### src/rtl/tia_pkg.sv
`default_nettype none
package tia_pkg;

  // command codes on the request port
  typedef enum logic [3:0] {
    CMD_ADD = 4'd0,
    CMD_SUB = 4'd1,
    CMD_MUL = 4'd2,
    CMD_DIV = 4'd3,
    CMD_MOD = 4'd4,
    CMD_SHL = 4'd5,
    CMD_LT  = 4'd6,
    CMD_GT  = 4'd7,
    CMD_LE  = 4'd8
  } cmd_t;

  // classified operation carried from front to back
  typedef enum logic [3:0] {
    OP_FAIL,
    OP_ADD,
    OP_SUB,
    OP_MUL,
    OP_DIV,
    OP_MOD,
    OP_SHL,
    OP_LT,
    OP_GT,
    OP_LE
  } op_t;

  // back end sequencer states
  typedef enum logic [1:0] {
    BK_RUN,
    BK_MUL,
    BK_DIV,
    BK_FIX
  } bk_state_t;

  typedef struct packed {
    logic        [3:0]  cmd;
    logic signed [63:0] left_word;
    logic signed [63:0] right_word;
  } in_t;

  typedef struct packed {
    logic signed [63:0] value_word;
    logic               truth;
    logic               failed;
  } out_t;

  typedef struct packed {
    op_t         op;
    logic [63:0] left;
    logic [63:0] right;
  } item_t;

  // restoring divider: one quotient bit per step over 63-bit magnitudes
  localparam int DIV_STEPS = 63;
  localparam int MUL_STEPS = 3;

endpackage
`default_nettype wire

### src/rtl/tia_front.sv
`default_nettype none
module tia_front (
  input  wire tia_pkg::in_t   in_req,
  output tia_pkg::item_t      item
);

  logic lt_tag;
  logic rt_tag;
  logic div_zero;
  logic shift_ok;

  // tag and operand checks
  assign lt_tag   = in_req.left_word[0];
  assign rt_tag   = in_req.right_word[0];
  assign div_zero = (in_req.right_word[63:1] == 63'd0);
  assign shift_ok = (in_req.right_word[63:7] == 57'd0) && (in_req.right_word[6:1] != 6'd63);

  // classify request into the operation the back end runs
  always_comb begin
    item.left  = in_req.left_word;
    item.right = in_req.right_word;
    item.op    = tia_pkg::OP_FAIL;
    case (in_req.cmd)
      tia_pkg::CMD_ADD: item.op = (lt_tag && rt_tag) ? tia_pkg::OP_ADD : tia_pkg::OP_FAIL;
      tia_pkg::CMD_SUB: item.op = rt_tag ? tia_pkg::OP_SUB : tia_pkg::OP_FAIL;
      tia_pkg::CMD_MUL: item.op = (lt_tag && rt_tag) ? tia_pkg::OP_MUL : tia_pkg::OP_FAIL;
      tia_pkg::CMD_DIV: begin
        item.op = (lt_tag && rt_tag && !div_zero) ? tia_pkg::OP_DIV : tia_pkg::OP_FAIL;
      end
      tia_pkg::CMD_MOD: begin
        item.op = (lt_tag && rt_tag && !div_zero) ? tia_pkg::OP_MOD : tia_pkg::OP_FAIL;
      end
      tia_pkg::CMD_SHL: item.op = (rt_tag && shift_ok) ? tia_pkg::OP_SHL : tia_pkg::OP_FAIL;
      tia_pkg::CMD_LT:  item.op = rt_tag ? tia_pkg::OP_LT : tia_pkg::OP_FAIL;
      tia_pkg::CMD_GT:  item.op = rt_tag ? tia_pkg::OP_GT : tia_pkg::OP_FAIL;
      tia_pkg::CMD_LE:  item.op = rt_tag ? tia_pkg::OP_LE : tia_pkg::OP_FAIL;
      default:          item.op = tia_pkg::OP_FAIL;
    endcase
  end

endmodule
`default_nettype wire

### src/rtl/tia_queue.sv
`default_nettype none
module tia_queue #(
  parameter int DEPTH = 4
) (
  input  wire                 clk,
  input  wire                 rst_n,
  input  wire                 push,
  input  wire tia_pkg::item_t push_item,
  input  wire                 pop,
  output tia_pkg::item_t      head_item,
  output logic                head_valid,
  output logic                full
);

  localparam int PW = (DEPTH > 1) ? $clog2(DEPTH) : 1;
  localparam int CW = $clog2(DEPTH + 1);

  tia_pkg::item_t mem_r [DEPTH];
  logic [PW-1:0]  wr_ptr_r, wr_ptr_nxt;
  logic [PW-1:0]  rd_ptr_r, rd_ptr_nxt;
  logic [CW-1:0]  count_r, count_nxt;

  // pointer and fill count update
  always_comb begin
    wr_ptr_nxt = wr_ptr_r;
    rd_ptr_nxt = rd_ptr_r;
    count_nxt  = count_r;
    if (push) begin
      wr_ptr_nxt = (wr_ptr_r == PW'(DEPTH - 1)) ? '0 : wr_ptr_r + PW'(1);
    end
    if (pop) begin
      rd_ptr_nxt = (rd_ptr_r == PW'(DEPTH - 1)) ? '0 : rd_ptr_r + PW'(1);
    end
    if (push && !pop) begin
      count_nxt = count_r + CW'(1);
    end else if (pop && !push) begin
      count_nxt = count_r - CW'(1);
    end
  end

  always_ff @(posedge clk) begin
    if (!rst_n) begin
      wr_ptr_r <= '0;
      rd_ptr_r <= '0;
      count_r  <= '0;
    end else begin
      wr_ptr_r <= wr_ptr_nxt;
      rd_ptr_r <= rd_ptr_nxt;
      count_r  <= count_nxt;
    end
  end

  // entry storage
  always_ff @(posedge clk) begin
    if (push) begin
      mem_r[wr_ptr_r] <= push_item;
    end
  end

  assign head_item  = mem_r[rd_ptr_r];
  assign head_valid = (count_r != '0);
  assign full       = (count_r == CW'(DEPTH));

endmodule
`default_nettype wire

### src/rtl/tia_back.sv
`default_nettype none
module tia_back (
  input  wire                 clk,
  input  wire                 rst_n,
  input  wire tia_pkg::item_t head_item,
  input  wire                 head_valid,
  output logic                pop,
  output logic                out_valid,
  output tia_pkg::out_t       out_data
);

  tia_pkg::bk_state_t state_r, state_nxt;

  logic          out_valid_r, out_valid_nxt;
  tia_pkg::out_t out_r, out_nxt;

  // multiply operands and accumulator
  logic [63:0] ma_r, ma_nxt;
  logic [63:0] mb_r, mb_nxt;
  logic [63:0] acc_r, acc_nxt;
  logic [1:0]  mul_cnt_r, mul_cnt_nxt;
  logic [31:0] mul_x;
  logic [31:0] mul_y;
  logic [63:0] pp;
  logic [63:0] mul_sum;

  // divider registers
  logic [62:0] rem_r, rem_nxt;
  logic [62:0] quo_r, quo_nxt;
  logic [62:0] den_r, den_nxt;
  logic [5:0]  div_cnt_r, div_cnt_nxt;
  logic        neg_q_r, neg_q_nxt;
  logic        neg_r_r, neg_r_nxt;
  logic        is_mod_r, is_mod_nxt;
  logic [63:0] trial;
  logic [63:0] q_signed;
  logic [63:0] r_signed;

  // decoded head operands
  logic [63:0] dl;
  logic [63:0] dr;
  logic [63:0] abs_l;
  logic [63:0] abs_r;
  logic [63:0] shl_val;

  assign dl      = {head_item.left[63], head_item.left[63:1]};
  assign dr      = {head_item.right[63], head_item.right[63:1]};
  assign abs_l   = dl[63] ? (64'd0 - dl) : dl;
  assign abs_r   = dr[63] ? (64'd0 - dr) : dr;
  assign shl_val = dl << head_item.right[6:1];

  // shared 32x32 multiplier, low word of product from three partial products
  always_comb begin
    case (mul_cnt_r)
      2'd0:    begin mul_x = ma_r[31:0];  mul_y = mb_r[31:0];  end
      2'd1:    begin mul_x = ma_r[31:0];  mul_y = mb_r[63:32]; end
      default: begin mul_x = ma_r[63:32]; mul_y = mb_r[31:0];  end
    endcase
  end
  assign pp      = mul_x * mul_y;
  assign mul_sum = acc_r + {pp[31:0], 32'd0};

  // one restoring step
  assign trial    = {rem_r, quo_r[62]} - {1'b0, den_r};
  assign q_signed = neg_q_r ? (64'd0 - {1'b0, quo_r}) : {1'b0, quo_r};
  assign r_signed = neg_r_r ? (64'd0 - {1'b0, rem_r}) : {1'b0, rem_r};

  // next state
  always_comb begin
    state_nxt = state_r;
    case (state_r)
      tia_pkg::BK_RUN: begin
        if (head_valid) begin
          if (head_item.op == tia_pkg::OP_MUL) begin
            state_nxt = tia_pkg::BK_MUL;
          end else if (head_item.op == tia_pkg::OP_DIV || head_item.op == tia_pkg::OP_MOD) begin
            state_nxt = tia_pkg::BK_DIV;
          end
        end
      end
      tia_pkg::BK_MUL: begin
        if (mul_cnt_r == 2'(tia_pkg::MUL_STEPS - 1)) state_nxt = tia_pkg::BK_RUN;
      end
      tia_pkg::BK_DIV: begin
        if (div_cnt_r == 6'(tia_pkg::DIV_STEPS - 1)) state_nxt = tia_pkg::BK_FIX;
      end
      tia_pkg::BK_FIX: state_nxt = tia_pkg::BK_RUN;
      default:         state_nxt = tia_pkg::BK_RUN;
    endcase
  end

  // outputs and datapath
  always_comb begin
    pop           = 1'b0;
    out_valid_nxt = 1'b0;
    out_nxt       = '0;
    ma_nxt        = ma_r;
    mb_nxt        = mb_r;
    acc_nxt       = acc_r;
    mul_cnt_nxt   = mul_cnt_r;
    rem_nxt       = rem_r;
    quo_nxt       = quo_r;
    den_nxt       = den_r;
    div_cnt_nxt   = div_cnt_r;
    neg_q_nxt     = neg_q_r;
    neg_r_nxt     = neg_r_r;
    is_mod_nxt    = is_mod_r;
    case (state_r)
      tia_pkg::BK_RUN: begin
        if (head_valid) begin
          pop = 1'b1;
          case (head_item.op)
            tia_pkg::OP_ADD: begin
              out_valid_nxt      = 1'b1;
              out_nxt.value_word = (head_item.left ^ 64'd1) + head_item.right;
            end
            tia_pkg::OP_SUB: begin
              out_valid_nxt      = 1'b1;
              out_nxt.value_word = (head_item.left - head_item.right) | 64'd1;
            end
            tia_pkg::OP_SHL: begin
              out_valid_nxt      = 1'b1;
              out_nxt.value_word = {shl_val[62:0], 1'b1};
            end
            tia_pkg::OP_LT: begin
              out_valid_nxt = 1'b1;
              out_nxt.truth = $signed(head_item.left) < $signed(head_item.right);
            end
            tia_pkg::OP_GT: begin
              out_valid_nxt = 1'b1;
              out_nxt.truth = $signed(head_item.right) < $signed(head_item.left);
            end
            tia_pkg::OP_LE: begin
              out_valid_nxt = 1'b1;
              out_nxt.truth = !($signed(head_item.right) < $signed(head_item.left));
            end
            tia_pkg::OP_MUL: begin
              ma_nxt      = dl;
              mb_nxt      = dr;
              acc_nxt     = '0;
              mul_cnt_nxt = '0;
            end
            tia_pkg::OP_DIV, tia_pkg::OP_MOD: begin
              rem_nxt     = '0;
              quo_nxt     = abs_l[62:0];
              den_nxt     = abs_r[62:0];
              div_cnt_nxt = '0;
              neg_q_nxt   = dl[63] ^ dr[63];
              neg_r_nxt   = dl[63];
              is_mod_nxt  = (head_item.op == tia_pkg::OP_MOD);
            end
            default: begin
              out_valid_nxt  = 1'b1;
              out_nxt.failed = 1'b1;
            end
          endcase
        end
      end
      tia_pkg::BK_MUL: begin
        mul_cnt_nxt = mul_cnt_r + 2'd1;
        if (mul_cnt_r == 2'd0) begin
          acc_nxt = pp;
        end else begin
          acc_nxt = mul_sum;
        end
        if (mul_cnt_r == 2'(tia_pkg::MUL_STEPS - 1)) begin
          out_valid_nxt      = 1'b1;
          out_nxt.value_word = {mul_sum[62:0], 1'b1};
        end
      end
      tia_pkg::BK_DIV: begin
        div_cnt_nxt = div_cnt_r + 6'd1;
        if (!trial[63]) begin
          rem_nxt = trial[62:0];
        end else begin
          rem_nxt = {rem_r[61:0], quo_r[62]};
        end
        quo_nxt = {quo_r[61:0], !trial[63]};
      end
      tia_pkg::BK_FIX: begin
        out_valid_nxt      = 1'b1;
        out_nxt.value_word = is_mod_r ? {r_signed[62:0], 1'b1} : {q_signed[62:0], 1'b1};
      end
      default: begin
        out_valid_nxt = 1'b0;
      end
    endcase
  end

  // control registers
  always_ff @(posedge clk) begin
    if (!rst_n) begin
      state_r     <= tia_pkg::BK_RUN;
      out_valid_r <= 1'b0;
      mul_cnt_r   <= '0;
      div_cnt_r   <= '0;
    end else begin
      state_r     <= state_nxt;
      out_valid_r <= out_valid_nxt;
      mul_cnt_r   <= mul_cnt_nxt;
      div_cnt_r   <= div_cnt_nxt;
    end
  end

  // payload registers
  always_ff @(posedge clk) begin
    out_r    <= out_nxt;
    ma_r     <= ma_nxt;
    mb_r     <= mb_nxt;
    acc_r    <= acc_nxt;
    rem_r    <= rem_nxt;
    quo_r    <= quo_nxt;
    den_r    <= den_nxt;
    neg_q_r  <= neg_q_nxt;
    neg_r_r  <= neg_r_nxt;
    is_mod_r <= is_mod_nxt;
  end

  assign out_valid = out_valid_r;
  assign out_data  = out_r;

  // last multiply step strobes a result next cycle
  a_mul_done: assert property (@(posedge clk) disable iff (!rst_n)
    (state_r == tia_pkg::BK_MUL && mul_cnt_r == 2'(tia_pkg::MUL_STEPS - 1)) |=> out_valid_r)
    else $error("multiply finished without result");

  // sign fixup strobes a result and frees the sequencer
  a_fix_done: assert property (@(posedge clk) disable iff (!rst_n)
    (state_r == tia_pkg::BK_FIX) |=> (out_valid_r && state_r == tia_pkg::BK_RUN))
    else $error("divide finished without result");

  // nothing pops while a long operation runs
  a_no_pop_busy: assert property (@(posedge clk) disable iff (!rst_n)
    (state_r != tia_pkg::BK_RUN) |-> !pop)
    else $error("pop during long operation");

  // failed results carry zero payload
  a_fail_zero: assert property (@(posedge clk) disable iff (!rst_n)
    (out_valid_r && out_r.failed) |-> (out_r.value_word == 64'd0 && !out_r.truth))
    else $error("failed result with nonzero payload");

endmodule
`default_nettype wire

### src/rtl/tagged_integer_alu.sv
`default_nettype none
// Path: add, sub, shift, compare and failed requests pass the request queue and output register;
// multiply adds partial products in the back end, divide and remainder use a restoring divider.
// Throughput: one request per cycle while busy is low; the back end takes no new request during a
// multiply, divide or remainder, and the request queue absorbs bursts.
// Reset: synchronous active-low rst_n empties the request queue and returns the back end to idle.
// Results cannot be stalled by the receiver; out_strobe marks each one for a single cycle.
module tagged_integer_alu #(
  parameter int QUEUE_DEPTH = 4
) (
  input  wire                clk,
  input  wire                rst_n,
  input  wire                start,
  output logic               busy,
  input  wire tia_pkg::in_t  in_req,
  output logic               out_strobe,
  output tia_pkg::out_t      out_result
);

  tia_pkg::item_t cls_item;
  tia_pkg::item_t head_item;
  logic           head_valid;
  logic           full;
  logic           pop;
  logic           push;

  assign push = start && !full;
  assign busy = full;

  tia_front u_front (
    .in_req (in_req),
    .item   (cls_item)
  );

  tia_queue #(
    .DEPTH (QUEUE_DEPTH)
  ) u_queue (
    .clk        (clk),
    .rst_n      (rst_n),
    .push       (push),
    .push_item  (cls_item),
    .pop        (pop),
    .head_item  (head_item),
    .head_valid (head_valid),
    .full       (full)
  );

  tia_back u_back (
    .clk        (clk),
    .rst_n      (rst_n),
    .head_item  (head_item),
    .head_valid (head_valid),
    .pop        (pop),
    .out_valid  (out_strobe),
    .out_data   (out_result)
  );

endmodule
`default_nettype wire

### config.mk
export PLATFORM = sky130hd
export DESIGN_NAME = tagged_integer_alu
export DESIGN_NICKNAME = d
export VERILOG_FILES = /design/src/rtl/tia_pkg.sv /design/src/rtl/tia_front.sv /design/src/rtl/tia_queue.sv /design/src/rtl/tia_back.sv /design/src/rtl/tagged_integer_alu.sv
export SDC_FILE = /design/constraint.sdc
export NUM_CORES = 2
export LEC_CHECK = 0
export BUFFER_PORTS_ARGS = -buffer_cell sky130_fd_sc_hd__buf_2
export CAP_MARGIN = 20
export CORE_MARGIN = 5
export CORE_UTILIZATION = 50
export DETAILED_ROUTE_END_ITERATION = 7
export PLACE_DENSITY = 0.66
export SETUP_SLACK_MARGIN = 0.02
export SLEW_MARGIN = 10
export SYNTH_ARGS = -nofsm -noshare
export SYNTH_HDL_FRONTEND = slang
export SYNTH_SLANG_ARGS = --single-unit
### constraint.sdc
create_clock -name clk -period 35 [get_ports clk]
set_input_delay 3.5 -clock clk [delete_from_list [all_inputs] [get_ports clk]]
set_output_delay 3.5 -clock clk [all_outputs]
set_load 0.02 [all_outputs]
---- After elaboration in Yosys (flattened, before gate mapping) ----
Memory sizes are Yosys's and may differ from the RTL's. A register that Yosys moved wholly into a read port is not among the register bits.
Cells that the tools add are included.
Widths: inputs -> output; s select.
storage, ports and cells
  bits in writable memories ............... 528
  output and inout port bits .............. 68
  word-level logic and storage cells ...... 167
  memories kept ........................... 1
  register bits after elaboration ......... 466
memories
  name           words  bits a word  read ports  clocked after memory_dff  write ports  RTL line         source
  u_queue.mem_r  4      132          1           1                         1            tia_queue.sv:18  tia_pkg::item_t mem_r [DEPTH];
cells by class
  order comparisons ....................... 2
  bitwise gates (word level) .............. 2
  mux-type cells .......................... 60
  multipliers ............................. 1
  $add $sub $neg .......................... 14
  equality and inequality tests ........... 33
  reduce and logical (&&, ||, !) cells .... 33
  shifts and indexed selects .............. 1
operators by type and width
  operator               number
  $mux 63                8
  $pmux 64 s3            2
  $mux 64                5
  $pmux 63 s2            2
  $sub 1x63->63 const A  4
  $add 64x64->64         2
  $lt 64x64->1           2
  $pmux 64 s2            1
  $mux 66                1
  $mul 32x32->64         1
  $mux 32                2
  $shl 64x6->63          1
  $sub 64x63->64         1
  $sub 64x64->64         1
  $logic_not 63->1       1
  $mux 62                1
  $logic_not 57->1       1
  $pmux 4 s9             1
  $eq 4x3->1 const B     8
  $mux 2                 13
  $mux 3                 6
  $eq 4x2->1 const B     4
  $eq 4x4->1 const B     3
  $mux 6                 2
  other kinds (34)       73

---- Longest topological paths before layout ----
  word-level depth ........................ 7
  gate-level depth with buffers ........... 46

---- Cells and area by module ----
From an unflattened synthesis, not the netlist that was laid out.
unflattened totals
  cell total of the unflattened synthesis .. 9,565
  area total of the unflattened synthesis .. 94,917.3 um^2
modules (own cells, without submodules)
  module              times used  cells an instance  area each (um^2)
  tia_back            1           8,649              74,127.3
  tia_queue           1           734                19,493.7
  tia_front           1           181                1,282.5
  tagged_integer_alu  1           1                  13.8

---- Worst setup path after synthesis ----
OpenSTA, ideal clock, no wires.
  kind .................................... reg2reg
  from .................................... register (tool-made name)
  to ...................................... register u_back.mul_cnt_r[0]
  setup slack ............................. 18.105 ns
  setup time .............................. 0.115 ns
  cell stages (with the launch flop) ...... 13
  path buffers ............................ 7
  arrival time ............................ 16.780 ns
  path through ............................ dfxtp_1 -> buf_2 -> buf_6 -> buf_6 -> buf_4 -> buf_4 -> buf_2 -> mux4_2 -> buf_2 -> nor4_1 -> or2_2 -> mux2i_1 -> and2_1
RTL lines
  element                 RTL line         source
  end signal: assignment  tia_back.sv:200  mul_cnt_r <= mul_cnt_nxt;
  end: declaration        tia_back.sv:21   logic [1:0] mul_cnt_r, mul_cnt_nxt;

==> impl_results.md <==
* Mapped Nets at 11100
* GR Util met1 at 56.8%
* CTS Sinks at 995
* Post_cts resized at 0
* Final Hold Vio Count at 0
* Hold depth at 2
* Status: finished, final reports clean
* Syn Area/Cell at 9.82 um^2
* CP Class: reg -> reg
* Initial Util at 50.4%
* IO Count at 203
* Via/cell ratio at 6.48
* Worst r2r src: u_back.mul_cnt_r[1]$_SDFFE_PN0P_
* Reg2Reg Depth at 35
* Cell mode on critical path: fa_1
* Antenna-violating nets left at 0
* Number of enable flip-flop cells after synthesis at 909
* Average wire per standard cell at 33.7 um
* GPL Wtd Cong at 1.10
* Yosys cell types at 88
* Number of global-route vias before repair at 75400
* Worst-Margin Slew at 1.36 ns
* Number of remaining DRC errors at 0
* Placed Cells at 11900
* Root buf cell: clkbuf_16
* Footprint of the multi-input gates at 58500 um^2
* H-tree depth at 3
* Async set-or-reset flop fraction in the synthesized netlist at 0%
* Setup tns final at 0 ns
* Main flop type after synthesis: edfxtp_1
* DIE AREA at 196000 um^2
* GRT busiest layer: met1
* Hold Path Class: reg -> reg
* Max Cap Viol at 0
* Register area at 29000 um^2
* Initial antenna violation count at 62
* HP Start: u_back.div_cnt_r[5]$_SDFFE_PN0P_
* Relative slew slack at 9.32%
* Layout cell share with drive strength beyond 1 at 9.27%
* Worst path slowest cell: xor2_1
* Postcts setup bufs at 0
* Area grow syn2layout at 8.26%
* Clk_skew at 0.0676 ns
* Final wirelength at 410000 um
* Fin crit share at 36.2%
* DRT iter0 DRCs at 10400
* CP max stage delay at 0.86 ns
* Clk slew on worst S/H paths at 0.06 ns
* Final cell count without fillers at 12200
* Total GRT Usage at 41.0%
* Post-Syn Instances at 9531
* Met2 Use GR at 56.7%
* Vias at 78700
* Commonest non-fill, non-tap cell in the layout: inv_1
* Required time of the critical path at 35.36 ns
* Commonest cells after routing, fill and taps aside: inv_1, nand2_1, nor2_1, edfxtp_1, fa_1
* CTS hold repair buffers at 0
* CTS tree: built
* Largest net degree at the start of global routing at 130
* Worst R2R End: u_back.out_data[55]$_DFF_P_
* FP Rows at 158
* Max Clock Freq at 0.0789 GHz
* WP data arrival at 13.04 ns
* Yosys Warn Count at 0
* Crit Path Max Fanout at 63
* Seq/Total Area, Yosys at 31.0%
* Port bufs at 202
* Chip width at 443 um
* Met3 usage at 14.3%
* Die height at 443 um
* CTS max path bufs at 3
* Post-synthesis instance area at 93600 um^2
* Dpl hpwl at 324000 um
* Crit end category: flip-flop
* CP Launch Type: flip-flop
* Clock period minus final worst setup slack at 12.68 ns
* Filler cells at 16700
* Setup violations, final at 0
* Flops & latches, synth at 995
* RSZ-0062 raised after global routing: no
* Worst reg2reg setup slack at 22.32 ns
* Final nets at 11100
* Clk_lat worst skew at 0.80 ns
* Num CTS Buffers at 109
* Slew Limit Fails at 0
* Core Area at 186000 um^2
* Gr ovfl total at 0
* First-pass DRT Iterations at 8
* Global-route wire length before repair at 575000 um
* WHS Endpoint: u_back.div_cnt_r[5]$_SDFFE_PN0P_
## logic make-up (layout without fill, tap and decap cells)
logic type | Yosys count | after routing | synth area share (%)
AND/OR/NAND/NOR | 2662 | 2662 | 12.2
flip-flops | 995 | 995 | 31.0
buffers and inverters | 1679 | 1795 | 6.81
XOR/XNOR | 405 | 405 | 3.79
other | 0 | 34 | 0
AO/OA/AOI/OAI | 1843 | 1843 | 12.5
adder cells (fa/ha/maj) | 1456 | 1456 | 26.7
multiplexers | 491 | 491 | 7.07
## worst max-delay path by stage
stage | startpoint | to | cells past startpoint
after CTS | u_back.mul_cnt_r[1]$_SDFFE_PN0P_ | u_back.out_data[55]$_DFF_P_ | 37
final | u_back.mul_cnt_r[1]$_SDFFE_PN0P_ | u_back.out_data[55]$_DFF_P_ | 35
after global placement | u_back.mul_cnt_r[1]$_SDFFE_PN0P_ | u_back.out_data[55]$_DFF_P_ | 37
after global routing | u_back.mul_cnt_r[1]$_SDFFE_PN0P_ | u_back.out_data[55]$_DFF_P_ | 35
after floorplan | flip-flop | u_back.mul_cnt_r[0]$_SDFFE_PN0P_ | 12
after detailed placement | u_back.mul_cnt_r[1]$_SDFFE_PN0P_ | u_back.out_data[55]$_DFF_P_ | 37
## metal layers
layer | wire length (um) | part of all wire (%)
met5 | 643 | 0.16
met4 | 25800 | 6.3
met3 | 54800 | 13
met2 | 167000 | 41
met1 | 162000 | 40
## cell type report
type | count | share of cell area (%)
repair buffers | 399 | 2.47
flip-flops and latches | 995 | 28.6
well taps | 2480 | 3.06
multi-input cells | 6857 | 57.7
clock buffers | 146 | 2.95
inverters | 1196 | 4.43
diodes | 34 | 0.0839
clock inverters | 54 | 0.629
## critical path, delay by kind of cell (launching register included)
family                     cells  cell delay, ns
xor gates and xnor gates       1            0.86
and+or+nand+nor                4            1.22
muxes                          1            0.73
buffers and inverters          7            1.37
AOI/OAI and AO/OA             11            3.12
DFF                            1            0.33
adders and majority gates     11            4.51
## through the flow
| step | setup WS [ns] | hold WS [ns] | area, um^2 | utilization (%) |
|---|---|---|---|---|
| detailed placement | 22.75 | 0.484 | 97700 | 52.6 |
| CTS | 22.74 | 0.493 | 101000 | 54.5 |
| global route | 22.06 | 0.532 | 101000 | 54.5 |
| global placement | 22.81 | 0.467 | 97600 | 52.5 |
| floorplan | 18.10 | 0.450 | 93600 | - |
| finish | 22.32 | 0.487 | 101000 | 54.6 |
## state kept, by name, indices dropped and copies added (netlist names), 2 cells and up, named ones only
register,cells
u_back.rem_r,63
u_back.mul_cnt_r,2
u_back.div_cnt_r,6
u_queue.count_r,3
u_back.quo_r,63
u_queue.mem_r,528
u_back.state_r,2
u_back.den_r,63
u_queue.rd_ptr_r,2
u_back.ma_r,63
u_back.acc_r,63
u_back.mb_r,63
u_back.out_data,66
u_queue.wr_ptr_r,2
## synth_stat cells (11+ instances only)
cell type,number,area [um^2]
inv_1,1190,4470
nand2_1,1089,4090
nor2_1,967,3630
edfxtp_1,909,27300
fa_1,900,18000
ha_1,556,6960
a21oi_1,531,2660
o21ai_0,426,2130
clkbuf_1,393,1480
xnor2_1,282,2470
mux2i_1,256,2560
a21o_1,129,968
mux4_2,125,2820
xor2_1,123,1080
mux2_2,110,1240
a211oi_1,107,803
nor3_1,102,510
nand3_1,91,455
dfxtp_1,86,1720
o21bai_1,82,616
o31ai_1,79,593
nand4_1,73,457
a31oi_1,61,382
o22ai_1,54,338
nor4_1,53,332
buf_1,52,195
nand2b_1,51,319
and3_1,45,282
or3_1,45,282
o211ai_1,44,330
nor2b_1,43,269
and2_1,37,231
a221oi_1,35,307
o21a_1,33,248
buf_2,30,150
a221o_1,29,290
a22oi_1,29,218
o221ai_1,28,245
o41ai_1,28,245
or4_1,18,135
a211o_1,15,131
a21boi_0,13,97.6
o31a_1,13,114
a41oi_1,12,105
or2_2,11,68.8
Power is not shown: default switching activity piles up to over one toggle a cycle in this logic, so the estimate is an artifact.
